===== config.mk =====
export PLATFORM = sky130hd
export DESIGN_NAME = multi_channel_watchdog_table_unit
export DESIGN_NICKNAME = d
export VERILOG_FILES = /design/src/hdl/mcwd_pkg.sv /design/src/hdl/multi_channel_watchdog_table_unit.sv /design/src/hdl/mcwd_ctrl.sv /design/src/hdl/mcwd_dpath.sv
export SDC_FILE = /design/constraint.sdc
export NUM_CORES = 1
export LEC_CHECK = 0
export BUFFER_PORTS_ARGS = -buffer_cell sky130_fd_sc_hd__buf_2
export CORE_AREA = 2 2 459 324
export CTS_CLUSTER_SIZE = 40
export DETAILED_ROUTE_END_ITERATION = 6
export DIE_AREA = 0 0 461 326
export GPL_TIMING_DRIVEN = 0
export SKIP_LAST_GASP = 1
export SLEW_MARGIN = 25
export SYNTH_ARGS = -nofsm -noshare
export SYNTH_HDL_FRONTEND = slang
export SYNTH_HIERARCHICAL = 1
export SYNTH_SLANG_ARGS = --single-unit

===== constraint.sdc =====
create_clock -name clk -period 14.4 [get_ports clk]
set_input_delay 0.72 -clock clk [delete_from_list [all_inputs] [get_ports clk]]
set_output_delay 0.72 -clock clk [all_outputs]
set_load 0.02 [all_outputs]

===== src/hdl/mcwd_pkg.sv =====
// Shared types and constants for the multi-channel watchdog table.
`default_nettype none
package mcwd_pkg;

  localparam int CMD_W      = 2;
  localparam int ID_W       = 22;
  localparam int TMO_W      = 24;
  localparam int STATUS_W   = 2;
  localparam int MASK_W     = 16;
  localparam int PERIOD_W   = 16;
  localparam int LIMIT_W    = 24;
  localparam int CFG_IDX_W  = 2;
  localparam int CFG_W      = 24;

  // reset values of the configuration registers
  localparam logic                RST_MONITOR_ENABLE = 1'b0;
  localparam logic [PERIOD_W-1:0] RST_CHECK_PERIOD   = 16'd100;
  localparam logic [LIMIT_W-1:0]  RST_FATAL_LIMIT    = 24'd10000;

  // configuration register indexes
  localparam logic [CFG_IDX_W-1:0] CFG_MONITOR_ENABLE = 2'd0;
  localparam logic [CFG_IDX_W-1:0] CFG_CHECK_PERIOD   = 2'd1;
  localparam logic [CFG_IDX_W-1:0] CFG_FATAL_LIMIT    = 2'd2;

  typedef enum logic [CMD_W-1:0] {
    CMD_TICK       = 2'd0,
    CMD_REGISTER   = 2'd1,
    CMD_UNREGISTER = 2'd2,
    CMD_KICK       = 2'd3
  } cmd_t;

  typedef enum logic [STATUS_W-1:0] {
    ST_OK          = 2'd0,
    ST_BAD_TIMEOUT = 2'd1,
    ST_TABLE_FULL  = 2'd2
  } status_t;

  typedef enum logic [2:0] {
    S_IDLE,
    S_LOOKUP,
    S_SCAN,
    S_APPLY,
    S_RESULT
  } state_t;

  // controller -> datapath
  typedef struct packed {
    logic capture;    // input transfer taken this cycle
    logic step_look;  // compare one slot against the captured id
    logic step_scan;  // age-check one slot
    logic apply;      // commit register / unregister / kick
    logic load_out;   // move result into the output register
  } ctl_t;

  // datapath -> controller
  typedef struct packed {
    logic is_tick;    // incoming item is a tick
    logic scan_req;   // incoming tick will trigger a scan
    logic last;       // walk index on the final slot
  } sts_t;

endpackage
`default_nettype wire


===== src/hdl/multi_channel_watchdog_table_unit.sv =====
// Top level of the multi-channel watchdog table.
`default_nettype none
// Watches up to ENTRIES clients. Each input transfer is a tick, register,
// unregister or kick and yields exactly one result transfer. Items are
// handled one at a time; the controller walks the slot table with a single
// compare unit, one slot per cycle. A tick without a scan goes from input
// transfer straight to the result load; a tick that scans first walks every
// slot; a register, unregister or kick walks every slot for the id lookup,
// commits in the apply state, then loads the result. A waiting result in
// the output register does not hold back the next input transfer beyond the
// point where the next result itself must be loaded. Time wraps modulo
// 2^TIME_BITS; the fatal flag is sticky until reset. The user must write
// configuration only while the block is idle; the block does not enforce it.
module multi_channel_watchdog_table_unit #(
  parameter int ENTRIES   = 16,
  parameter int TIME_BITS = 32
) (
  input  wire logic                            clk,
  input  wire logic                            rst_n,
  // input channel
  input  wire logic                            in_valid,
  output logic                                 in_stall,
  input  wire logic [mcwd_pkg::CMD_W-1:0]      in_cmd,
  input  wire logic [mcwd_pkg::ID_W-1:0]       in_client_id,
  input  wire logic [mcwd_pkg::TMO_W-1:0]      in_timeout_ticks,
  // result channel
  output logic                                 out_valid,
  input  wire logic                            out_stall,
  output logic [mcwd_pkg::STATUS_W-1:0]        out_status,
  output logic                                 out_was_present,
  output logic [mcwd_pkg::MASK_W-1:0]          out_blocked_mask,
  output logic                                 out_scan_done,
  output logic                                 out_fatal,
  // configuration
  input  wire logic                            cfg_we,
  input  wire logic [mcwd_pkg::CFG_IDX_W-1:0]  cfg_index,
  input  wire logic [mcwd_pkg::CFG_W-1:0]      cfg_data
);
  import mcwd_pkg::*;

  ctl_t ctl;
  sts_t sts;

  // sequencing and handshakes
  mcwd_ctrl u_ctrl (
    .clk       (clk),
    .rst_n     (rst_n),
    .in_valid  (in_valid),
    .in_stall  (in_stall),
    .out_valid (out_valid),
    .out_stall (out_stall),
    .sts       (sts),
    .ctl       (ctl)
  );

  // slot table, time base and result register
  mcwd_dpath #(
    .ENTRIES   (ENTRIES),
    .TIME_BITS (TIME_BITS)
  ) u_dpath (
    .clk              (clk),
    .rst_n            (rst_n),
    .in_cmd           (in_cmd),
    .in_client_id     (in_client_id),
    .in_timeout_ticks (in_timeout_ticks),
    .cfg_we           (cfg_we),
    .cfg_index        (cfg_index),
    .cfg_data         (cfg_data),
    .ctl              (ctl),
    .sts              (sts),
    .out_status       (out_status),
    .out_was_present  (out_was_present),
    .out_blocked_mask (out_blocked_mask),
    .out_scan_done    (out_scan_done),
    .out_fatal        (out_fatal)
  );

endmodule
`default_nettype wire


===== src/hdl/mcwd_ctrl.sv =====
// Sequencing state machine and handshakes for the watchdog table.
`default_nettype none
module mcwd_ctrl (
  input  wire logic          clk,
  input  wire logic          rst_n,
  input  wire logic          in_valid,
  output logic               in_stall,
  output logic               out_valid,
  input  wire logic          out_stall,
  input  wire mcwd_pkg::sts_t sts,
  output mcwd_pkg::ctl_t     ctl
);
  import mcwd_pkg::*;

  state_t state_r, state_nxt;
  logic   out_valid_r, out_valid_nxt;
  logic   out_free;

  assign out_free = !out_valid_r || !out_stall;

  always_comb begin
    state_nxt = state_r;
    case (state_r)
      S_IDLE: begin
        if (in_valid) begin
          if (!sts.is_tick) begin
            state_nxt = S_LOOKUP;
          end else if (sts.scan_req) begin
            state_nxt = S_SCAN;
          end else begin
            state_nxt = S_RESULT;
          end
        end
      end
      S_LOOKUP: begin
        if (sts.last) begin
          state_nxt = S_APPLY;
        end
      end
      S_SCAN: begin
        if (sts.last) begin
          state_nxt = S_RESULT;
        end
      end
      S_APPLY:  state_nxt = S_RESULT;
      S_RESULT: begin
        if (out_free) begin
          state_nxt = S_IDLE;
        end
      end
      default:  state_nxt = S_IDLE;
    endcase
  end

  always_comb begin
    in_stall      = (state_r != S_IDLE);
    ctl.capture   = (state_r == S_IDLE) && in_valid;
    ctl.step_look = (state_r == S_LOOKUP);
    ctl.step_scan = (state_r == S_SCAN);
    ctl.apply     = (state_r == S_APPLY);
    ctl.load_out  = (state_r == S_RESULT) && out_free;
  end

  assign out_valid_nxt = ctl.load_out ? 1'b1 : (out_valid_r && out_stall);
  assign out_valid     = out_valid_r;

  always_ff @(posedge clk) begin
    if (!rst_n) begin
      state_r     <= S_IDLE;
      out_valid_r <= 1'b0;
    end else begin
      state_r     <= state_nxt;
      out_valid_r <= out_valid_nxt;
    end
  end

endmodule
`default_nettype wire


===== src/hdl/mcwd_dpath.sv =====
// Slot table, time base, configuration registers and result register.
`default_nettype none
module mcwd_dpath #(
  parameter int ENTRIES   = 16,
  parameter int TIME_BITS = 32
) (
  input  wire logic                            clk,
  input  wire logic                            rst_n,
  input  wire logic [mcwd_pkg::CMD_W-1:0]      in_cmd,
  input  wire logic [mcwd_pkg::ID_W-1:0]       in_client_id,
  input  wire logic [mcwd_pkg::TMO_W-1:0]      in_timeout_ticks,
  input  wire logic                            cfg_we,
  input  wire logic [mcwd_pkg::CFG_IDX_W-1:0]  cfg_index,
  input  wire logic [mcwd_pkg::CFG_W-1:0]      cfg_data,
  input  wire mcwd_pkg::ctl_t                  ctl,
  output mcwd_pkg::sts_t                       sts,
  output logic [mcwd_pkg::STATUS_W-1:0]        out_status,
  output logic                                 out_was_present,
  output logic [mcwd_pkg::MASK_W-1:0]          out_blocked_mask,
  output logic                                 out_scan_done,
  output logic                                 out_fatal
);
  import mcwd_pkg::*;

  localparam int IDX_W = (ENTRIES > 1) ? $clog2(ENTRIES) : 1;
  localparam int CMP_W = (TIME_BITS > TMO_W) ? TIME_BITS : TMO_W;

  // configuration
  logic                monitor_enable_r;
  logic [PERIOD_W-1:0] check_period_r;
  logic [LIMIT_W-1:0]  fatal_limit_r;

  // slot table
  logic [ENTRIES-1:0]   valid_r;
  logic [ENTRIES-1:0]   blocked_r;
  logic [ID_W-1:0]      slot_id_r   [ENTRIES];
  logic [TMO_W-1:0]     slot_tmo_r  [ENTRIES];
  logic [TIME_BITS-1:0] slot_kick_r [ENTRIES];

  logic [TIME_BITS-1:0] now_r;
  logic [PERIOD_W-1:0]  period_r;
  logic                 fatal_r;

  // captured item and walk state
  cmd_t                 cmd_r;
  logic [ID_W-1:0]      id_r;
  logic [TMO_W-1:0]     tmo_r;
  logic [IDX_W-1:0]     idx_r;
  logic                 hit_r;
  logic [IDX_W-1:0]     hit_idx_r;
  logic [STATUS_W-1:0]  status_r;
  logic                 present_r;
  logic                 scanned_r;

  logic [PERIOD_W-1:0]  period_inc;
  logic                 period_wrap;
  logic                 free_found;
  logic [IDX_W-1:0]     free_idx;
  logic [TIME_BITS-1:0] elapsed;
  logic                 ge_tmo;
  logic                 ge_limit;
  logic                 apply_reg;
  logic                 apply_unreg;
  logic                 apply_kick;
  logic [IDX_W-1:0]     kick_idx;

  assign period_inc  = period_r + PERIOD_W'(1);
  assign period_wrap = (period_inc >= check_period_r);

  assign sts.is_tick  = (cmd_t'(in_cmd) == CMD_TICK);
  assign sts.scan_req = sts.is_tick && period_wrap && monitor_enable_r;
  assign sts.last     = (idx_r == IDX_W'(ENTRIES - 1));

  // lowest free slot
  always_comb begin
    free_found = 1'b0;
    free_idx   = '0;
    for (int i = ENTRIES - 1; i >= 0; i--) begin
      if (!valid_r[i]) begin
        free_found = 1'b1;
        free_idx   = IDX_W'(i);
      end
    end
  end

  // age of the slot under the walk index, modulo the time width
  assign elapsed  = now_r - slot_kick_r[idx_r];
  assign ge_tmo   = CMP_W'(elapsed) >= CMP_W'(slot_tmo_r[idx_r]);
  assign ge_limit = CMP_W'(elapsed) >= CMP_W'(fatal_limit_r);

  assign apply_reg   = ctl.apply && (cmd_r == CMD_REGISTER) && (tmo_r != '0)
                       && !hit_r && free_found;
  assign apply_unreg = ctl.apply && (cmd_r == CMD_UNREGISTER) && hit_r;
  assign apply_kick  = ctl.apply && (cmd_r == CMD_KICK) && hit_r;
  assign kick_idx    = apply_reg ? free_idx : hit_idx_r;

  // control state
  always_ff @(posedge clk) begin
    if (!rst_n) begin
      monitor_enable_r <= RST_MONITOR_ENABLE;
      check_period_r   <= RST_CHECK_PERIOD;
      fatal_limit_r    <= RST_FATAL_LIMIT;
      valid_r          <= '0;
      blocked_r        <= '0;
      now_r            <= '0;
      period_r         <= '0;
      fatal_r          <= 1'b0;
      idx_r            <= '0;
      hit_r            <= 1'b0;
    end else begin
      if (cfg_we) begin
        case (cfg_index)
          CFG_MONITOR_ENABLE: monitor_enable_r <= cfg_data[0];
          CFG_CHECK_PERIOD:   check_period_r   <= cfg_data[PERIOD_W-1:0];
          CFG_FATAL_LIMIT:    fatal_limit_r    <= cfg_data[LIMIT_W-1:0];
          default: ;
        endcase
      end

      if (ctl.capture) begin
        idx_r <= '0;
        hit_r <= 1'b0;
        if (sts.is_tick) begin
          now_r    <= now_r + TIME_BITS'(1);
          period_r <= period_wrap ? '0 : period_inc;
        end
      end

      if (ctl.step_look || ctl.step_scan) begin
        idx_r <= sts.last ? '0 : idx_r + IDX_W'(1);
      end

      if (ctl.step_look && valid_r[idx_r] && (slot_id_r[idx_r] == id_r)) begin
        hit_r <= 1'b1;
      end

      if (ctl.step_scan && valid_r[idx_r]) begin
        blocked_r[idx_r] <= ge_tmo;
        if (ge_tmo && ge_limit) begin
          fatal_r <= 1'b1;
        end
      end

      if (apply_reg) begin
        valid_r[free_idx]   <= 1'b1;
        blocked_r[free_idx] <= 1'b0;
      end
      if (apply_unreg) begin
        valid_r[hit_idx_r]   <= 1'b0;
        blocked_r[hit_idx_r] <= 1'b0;
      end
    end
  end

  // slot contents, captured item and result
  always_ff @(posedge clk) begin
    if (apply_reg) begin
      slot_id_r[free_idx]  <= id_r;
      slot_tmo_r[free_idx] <= tmo_r;
    end
    if (apply_reg || apply_kick) begin
      slot_kick_r[kick_idx] <= now_r;
    end

    if (ctl.capture) begin
      cmd_r     <= cmd_t'(in_cmd);
      id_r      <= in_client_id;
      tmo_r     <= in_timeout_ticks;
      status_r  <= ST_OK;
      present_r <= 1'b0;
      scanned_r <= sts.scan_req;
    end

    if (ctl.step_look && valid_r[idx_r] && (slot_id_r[idx_r] == id_r)) begin
      hit_idx_r <= idx_r;
    end

    if (ctl.apply) begin
      present_r <= hit_r;
      if (cmd_r == CMD_REGISTER) begin
        if (tmo_r == '0) begin
          status_r <= ST_BAD_TIMEOUT;
        end else if (!hit_r && !free_found) begin
          status_r <= ST_TABLE_FULL;
        end
      end
    end

    if (ctl.load_out) begin
      out_status       <= status_r;
      out_was_present  <= present_r;
      out_blocked_mask <= MASK_W'(valid_r & blocked_r);
      out_scan_done    <= scanned_r;
      out_fatal        <= fatal_r;
    end
  end

endmodule
`default_nettype wire

==> impl_metrics.tcl, run 1 <==
set metrics [dict create \
    status "completed" \
    top_layer_used "met5" \
    dr.pass1.iters 6 \
    drt_first_iter_violations 3868 \
    setup_viol 0 \
    clock_sinks 1460 \
    synth_top_family_by_area "multiplexers" \
    grt_usage_pct 20.7 \
    holdPathEnd "u_dpath/id_r[3]" \
    clk_path_buf_depth 3 \
    peakVddDrop_mv 0.114 \
    worst_setup_path_start_kind "flop" \
    wl_met1_um 70500 \
    clkSlewWorstSetupHoldPaths_ps 70 \
    antenna_found_initial 8 \
    grt.overflow.total 0 \
    crit_path_end_kind "flop" \
    wl_met3_um 14000 \
    grt_pass1_vias 31300 \
    die_h_um 326 \
    area_growth_pct 15.6 \
    finalCriticalPeriod_ps 10140 \
    crit_type "flop to flop" \
    power.density_mw_per_mm2 128 \
    design_area_mm2 0.0689 \
    critPathMaxFanout 10 \
    synth_xor_area_share_pct 1.40 \
    yosysUniqueCellTypes 69 \
    cp.required_ps 15100 \
    synth_edf_count 1323 \
    finalCoreUtilization_pct 47.0 \
    syn_avg_cell_area_um2 18.7 \
    cp_data_arrival_time_ps 10840 \
    die-area_mm2 0.150 \
    async_reset_ff_share_pct 0 \
    drive_above_1_share_pct 24.2 \
    r2r-end "u_dpath/fatal_r" \
    tightest_slew_ps 1160 \
    grt_max_degree 32 \
    port_buffers 101 \
    synthAdderAreaFrac_pct 2.18 \
    period_share_pct 70.4 \
    wl_per_cell_um 27.9 \
    netlist_area_mm2 0.0595 \
    ant_nets 0 \
    placed_area_mm2 0.0644 \
    cts_tree "built" \
    regToRegSetupSlack_ps 4260 \
    start_util_pct 40.7 \
    maxSlewHeadroom_pct 23.0 \
    hold_violations 0 \
    p_leak_nw 20.8 \
    post-cts-setup-buffers 0 \
    io_pins 102 \
    yosysWarnings 6 \
    postCtsResizedCells 0 \
    drt_wl_total_um 156000 \
    maxCapViolCount 0 \
    setup_ws_ps 4260 \
    holdPathStages 1 \
    slew_viol_final 0 \
    htree_levels 4 \
    reg2reg_depth 22 \
    grt_pass1_wl_um 224000 \
    min_from "in_client_id[3]" \
    synth_cells 3192 \
    hold_path_class "input port to flop" \
    gp_congestion 0.887 \
    synth_top_flop_cell "edfxtp_1" \
    die_width_um 461 \
    maxClockFrequency_ghz 0.0986 \
    ys_ff_latch 1460 \
    vias 32000 \
    synth-seq-area-share_pct 71.3 \
    synth-compound-area-share_pct 3.94 \
    synthSimpleGateAreaFrac_pct 4.38 \
    drc_errors 0 \
    finalClockSkew_ps 27.9 \
    hpwl_um 105000 \
    dp_slack_ps 4500 \
    fillCellCount 12300 \
    synth_fp_nets 3374 \
    rsz0062_at_grt "false" \
    rows 118 \
    root_buffer "clkbuf_16" \
    cts_hold_buf 0 \
    synthMuxAreaShare_pct 15.0 \
    vias_per_cell 5.71 \
    core_area_mm2 0.146 \
    wl_met2_um 68900 \
    numCtsBuffers 145 \
    insertion_delay_ps 780 \
    fin_setup_tns_ps 0 \
    fin_nets 3691 \
]
-- power by group --
group | leakage (nW) | total, mW | switching, mW | internal [mW]
combinational | 6.57 | 0.486 | 0.270 | 0.217
sequential | 12.1 | 4.71 | 0.0625 | 4.65
clock | 2.18 | 3.63 | 1.61 | 2.02
total | 20.8 | 8.82 | 1.94 | 6.88
-- metal layers --
metal  vias up  GRT usage [%]
li1      13500              -
met1     16800           31.7
met2      1386           30.0
met3       186           4.84
met4        10           5.01
met5         -              0
-- critical path, cell delays in order, from the launching register on --
cell      delay (ps)
dfxtp_1          350
buf_2            400
buf_1            580
buf_2            500
clkbuf_1         860
buf_1            820
mux4_2           410
mux4_2           460
inv_1            140
ha_1             320
o211ai_1         190
a21oi_1          100
o41ai_1          910
a21boi_0         390
xor2_1           550
ha_1             230
nand4_1           90
a211oi_1         240
a211oi_1         150
o41ai_4          910
clkbuf_1         750
o31ai_1          370
a41oi_1          300
-- cell type report --
type	instances	area (µm²)	area share, %
sequential	1460	42500	61.7
multi-input combinational	1482	16300	23.6
clock buffer	190	3890	5.65
tap	1980	2480	3.60
timing repair buffer	170	2120	3.08
buffer	129	604	0.878
clock inverter	67	576	0.836
inverter	121	454	0.660
antenna	1	2.50	0.00363
-- worst max path at each step --
stage               from               endpoint  slack, ps  cells past startpoint
floorplan           flop  u_dpath/blocked_r[11]       8260                     27
global placement    flop        u_dpath/fatal_r       4030                     23
detailed placement  flop        u_dpath/fatal_r       4500                     22
CTS                 flop        u_dpath/fatal_r       4420                     23
global route        flop        u_dpath/fatal_r       3900                     22
finish              flop        u_dpath/fatal_r       4260                     22
-- registers in the layout, summed over array words and instances (netlist names), 2 cells and up, named ones only --
| signal | cells |
|---|---|
| u_dpath/slot_kick_r | 512 |
| u_dpath/slot_tmo_r | 384 |
| u_dpath/slot_id_r | 352 |
| u_dpath/now_r | 32 |
| u_dpath/fatal_limit_r | 24 |
| u_dpath/tmo_r | 24 |
| u_dpath/id_r | 22 |
| u_dpath/blocked_r | 16 |
| u_dpath/check_period_r | 16 |
| u_dpath/out_blocked_mask | 16 |
| u_dpath/period_r | 16 |
| u_dpath/valid_r | 16 |
| u_dpath/hit_idx_r | 4 |
| u_dpath/idx_r | 4 |
| u_ctrl/state_r | 3 |
| u_dpath/cmd_r | 2 |
| u_dpath/out_status | 2 |
| u_dpath/status_r | 2 |
-- placed cells by master (no fill, tap or decap), drive strengths merged, types with 12 or more instances in the layout --
cell type  Yosys  final
a211oi        27     27
a21boi        48     48
a21o          16     16
a21oi         87     87
and2          56     56
and3          18     18
buf           68    236
clkbuf        61    253
clkinv         0     45
dfxtp        137    137
edfxtp      1323   1323
ha           102    102
inv          121    131
mux4         394    394
nand2        170    170
nand2b        20     20
nand3         29     29
nand4         29     29
nor2         118    118
nor3          20     20
nor4          25     25
o211ai        17     17
o21a          12     12
o21ai         75     75
or3           13     13
xnor2         54     54
xor2          41     41
-- through the flow --
| stage | hold slack (ps) | power [mW] | instances |
|---|---|---|---|
| 2_1_floorplan | 400 | 5.09 | 3192 |
| 3_3_place_gp | 406 | 5.28 | 5273 |
| 3_5_place_dp | 405 | 5.29 | 5342 |
| 4_1_cts | 47.0 | 8.91 | 5599 |
| 5_1_grt | 81.2 | 9.10 | 5600 |
| 6_report | 117 | 8.82 | 5600 |
-- cells by family after synthesis --
| family | after synthesis |
|---|---|
| AOI/OAI and AO/OA | 351 |
| xor gates and xnor gates | 95 |
| adders and majority gates | 103 |
| buffers and inverters | 250 |
| DFF | 1460 |
| muxes | 401 |
| and+or+nand+nor | 532 |
-- synth_stat cells, types with 8 or more instances --
| cell type | count | share of area [%] |
|---|---|---|
| nand4_1 | 29 | 0.30 |
| xnor2_1 | 54 | 0.79 |
| ha_1 | 102 | 2.1 |
| or3_1 | 12 | 0.13 |
| nor3b_1 | 8 | 0.10 |
| and3_1 | 18 | 0.19 |
| buf_1 | 23 | 0.14 |
| nand2_1 | 170 | 1.1 |
| nor4_1 | 23 | 0.24 |
| buf_2 | 35 | 0.29 |
| mux4_2 | 394 | 15 |
| clkbuf_1 | 61 | 0.38 |
| dfxtp_1 | 137 | 4.6 |
| a21oi_1 | 87 | 0.73 |
| a211o_1 | 9 | 0.13 |
| nand3_1 | 29 | 0.24 |
| a21boi_0 | 47 | 0.59 |
| o21a_1 | 12 | 0.15 |
| edfxtp_1 | 1323 | 67 |
| nor2_1 | 117 | 0.74 |
| o221ai_1 | 8 | 0.12 |
| a211oi_1 | 27 | 0.34 |
| and2_1 | 56 | 0.59 |
| xor2_1 | 41 | 0.60 |
| nor3_1 | 20 | 0.17 |
| o211ai_1 | 17 | 0.21 |
| nand2b_1 | 20 | 0.21 |
| a21o_1 | 16 | 0.20 |
| o21ai_0 | 71 | 0.60 |
| nor2b_1 | 11 | 0.12 |
| inv_1 | 121 | 0.76 |
No activity file was read; power rests on OpenSTA's default activity.
==> run 2: changes to the inputs <==
Clock period 14.4 ns to 9.1 ns, I/O delays scaled along.
==> run 2 against run 1 <==
Net effect: worst setup slack got worse by 3800 ps; critical path type unchanged; power rose by 59%; clock power up 58%; first-iteration DRC count fell by 0.13%; clock skew rose by 1.3 ps.
==> impl_metrics.tcl, run 2 (same netlist as run 1, synthesis figures left out) <==
set metrics [dict create \
    hpwl_um 105000 \
    p_leak_nw 21.2 \
    reg.largest.list "u_dpath/slot_kick_r x512, u_dpath/slot_tmo_r x384, u_dpath/slot_id_r x352" \
    io_pins 102 \
    grt_pass1_vias 31600 \
    reg2reg_depth 22 \
    hold_violations 0 \
    port_buffers 101 \
    crit_buf_inv 6 \
    die_width_um 461 \
    drt_first_iter_violations 3863 \
    drt_wl_total_um 156000 \
    grt_usage_pct 20.8 \
    fin_cells 5675 \
    vias_per_cell 5.67 \
    area_growth_pct 16.9 \
    fin_nets 3764 \
    crit_path_end_kind "flop" \
    setup_viol 0 \
    dr.pass1.iters 6 \
    status "completed" \
    clk_path_buf_depth 3 \
    crit_type "flop to flop" \
    placed_cells 5342 \
    numCtsBuffers 145 \
    die-area_mm2 0.150 \
    start_util_pct 40.7 \
    cp_cell_sequence "buf_2 -> buf_2 -> clkbuf_2 -> clkdlybuf4s15_1 -> mux4_2 -> mux4_2 -> inv_1 -> ha_1 -> o211ai_1 -> a21oi_1 -> o41ai_2 -> nor2b_1 -> o21ai_0 -> xor2_1 -> ha_1 -> nand4_1 -> a211oi_1 -> a211oi_1 -> o41ai_4 -> clkbuf_2 -> o31ai_1 -> a41oi_1" \
    final_common_cell "edfxtp_1" \
    critPathMaxFanout 19 \
    maxCapViolCount 0 \
    htree_levels 4 \
    finalCriticalPeriod_ps 8650 \
    gp_congestion 0.887 \
    cp_data_arrival_time_ps 9350 \
    wl_per_cell_um 27.5 \
    hold_path_class "input port to flop" \
    fillCellCount 12200 \
    root_buffer "clkbuf_16" \
    holdPathStages 2 \
    slew_viol_final 0 \
    rsz0062_at_grt "false" \
    finalCoreUtilization_pct 47.5 \
    drc_errors 0 \
    maxSlewHeadroom_pct 22.6 \
    fin_hold_ws_ps 87.8 \
    die_h_um 326 \
    tightest_slew_ps 1160 \
    ant_nets 0 \
    r2r-end "u_dpath/fatal_r" \
    cp.required_ps 9800 \
    peakVddDrop_mv 0.182 \
    worst_setup_path_start_kind "flop" \
    cts_tree "built" \
    critPathSlowestCell "o41ai_4" \
    grt_max_degree 32 \
    holdPathEnd "u_ctrl/out_valid" \
    design_area_mm2 0.0696 \
    insertion_delay_ps 780 \
    grt.overflow.total 0 \
    finalClockSkew_ps 29.2 \
    regArea_mm2 0.0425 \
    post-cts-setup-buffers 0 \
    clkSlewWorstSetupHoldPaths_ps 70 \
    clock_sinks 1460 \
    largest_register "u_dpath/slot_kick_r" \
    grt_pass1_wl_um 225000 \
    placed_area_mm2 0.0644 \
    maxClockFrequency_ghz 0.116 \
    power.density_mw_per_mm2 201 \
    crit_cells 22 \
    multiInputGateArea_mm2 0.0163 \
    antenna_found_initial 3 \
    crit_family "buffers and inverters" \
    period_share_pct 95.0 \
    rows 118 \
    regToRegSetupSlack_ps 450 \
    core_area_mm2 0.146 \
    drive_above_1_share_pct 23.9 \
    vias 32200 \
    slowest_delay_ps 920 \
    min_from "rst_n" \
    largest_register_ffs 512 \
    layout_common_cells "edfxtp_1, mux4_2, nand2_1" \
]
run 2: cell types whose count changed in the layout (fill, tap and decap cells not counted), sizes merged:
cell	delta
clkdlybuf4s15	+2
dlygate4sd3	+74
buf	-3
diode	+2
run 2: worst max-delay path by stage:
stage	from	end
after floorplan	flop	u_dpath/blocked_r[11]
after global placement	flop	u_dpath/fatal_r
after detailed placement	flop	u_dpath/fatal_r
after CTS	flop	u_dpath/fatal_r
after global routing	flop	u_dpath/blocked_r[5]
final	flop	u_dpath/fatal_r
run 2: worst register-to-register path, cell delays in order, from the launching register on:
cell	delay, ps
dfxtp_1	350
buf_2	550
buf_2	530
clkbuf_2	480
clkdlybuf4s15_1	820
mux4_2	430
mux4_2	460
inv_1	140
ha_1	320
o211ai_1	190
a21oi_1	110
o41ai_2	620
nor2b_1	280
o21ai_0	140
xor2_1	450
ha_1	230
nand4_1	110
a211oi_1	240
a211oi_1	150
o41ai_4	920
clkbuf_2	520
o31ai_1	280
a41oi_1	260
run 2: final cells by class:
cell class                 instances  share of cell area (%)
antenna                            3                  0.0108
buffer                           128                   0.895
clock buffer                     190                    5.59
clock inverter                    67                   0.827
inverter                         121                   0.652
multi-input combinational       1482                    23.4
sequential                      1460                    61.0
tap                             1980                    3.56
timing repair buffer             244                    4.11
run 2: repair_timing:
action / CTS / global route
resized for setup: 8 / 9
hold buffers: 74 / 0
endpoints found under the setup margin: 15 / 15
endpoints found under the hold margin: 93 / 0
pin swaps: 0 / 0
run 2: power by group:
group | total, mW | leakage, nW | switching [mW] | internal, mW
Clock | 5.74 | 2.18 | 2.55 | 3.20
Combinational | 0.794 | 6.91 | 0.430 | 0.364
Sequential | 7.45 | 12.1 | 0.0986 | 7.35
run 2: metrics by stage:
step                TNS [ps]  setup WS (ps)  total power, mW
global placement      -11530          -1270             8.35
detailed placement     -5100           -805             8.37
finish                     0            452             14.0
floorplan                  0           2960             8.06
CTS                        0           87.9             14.1
global route               0           93.6             14.4
run 2: metal layers:
layer	track usage, %	wire (µm)
met1	31.8	70300
met2	30.1	68900
met3	4.87	14300
met4	4.95	2920
met5	0	0
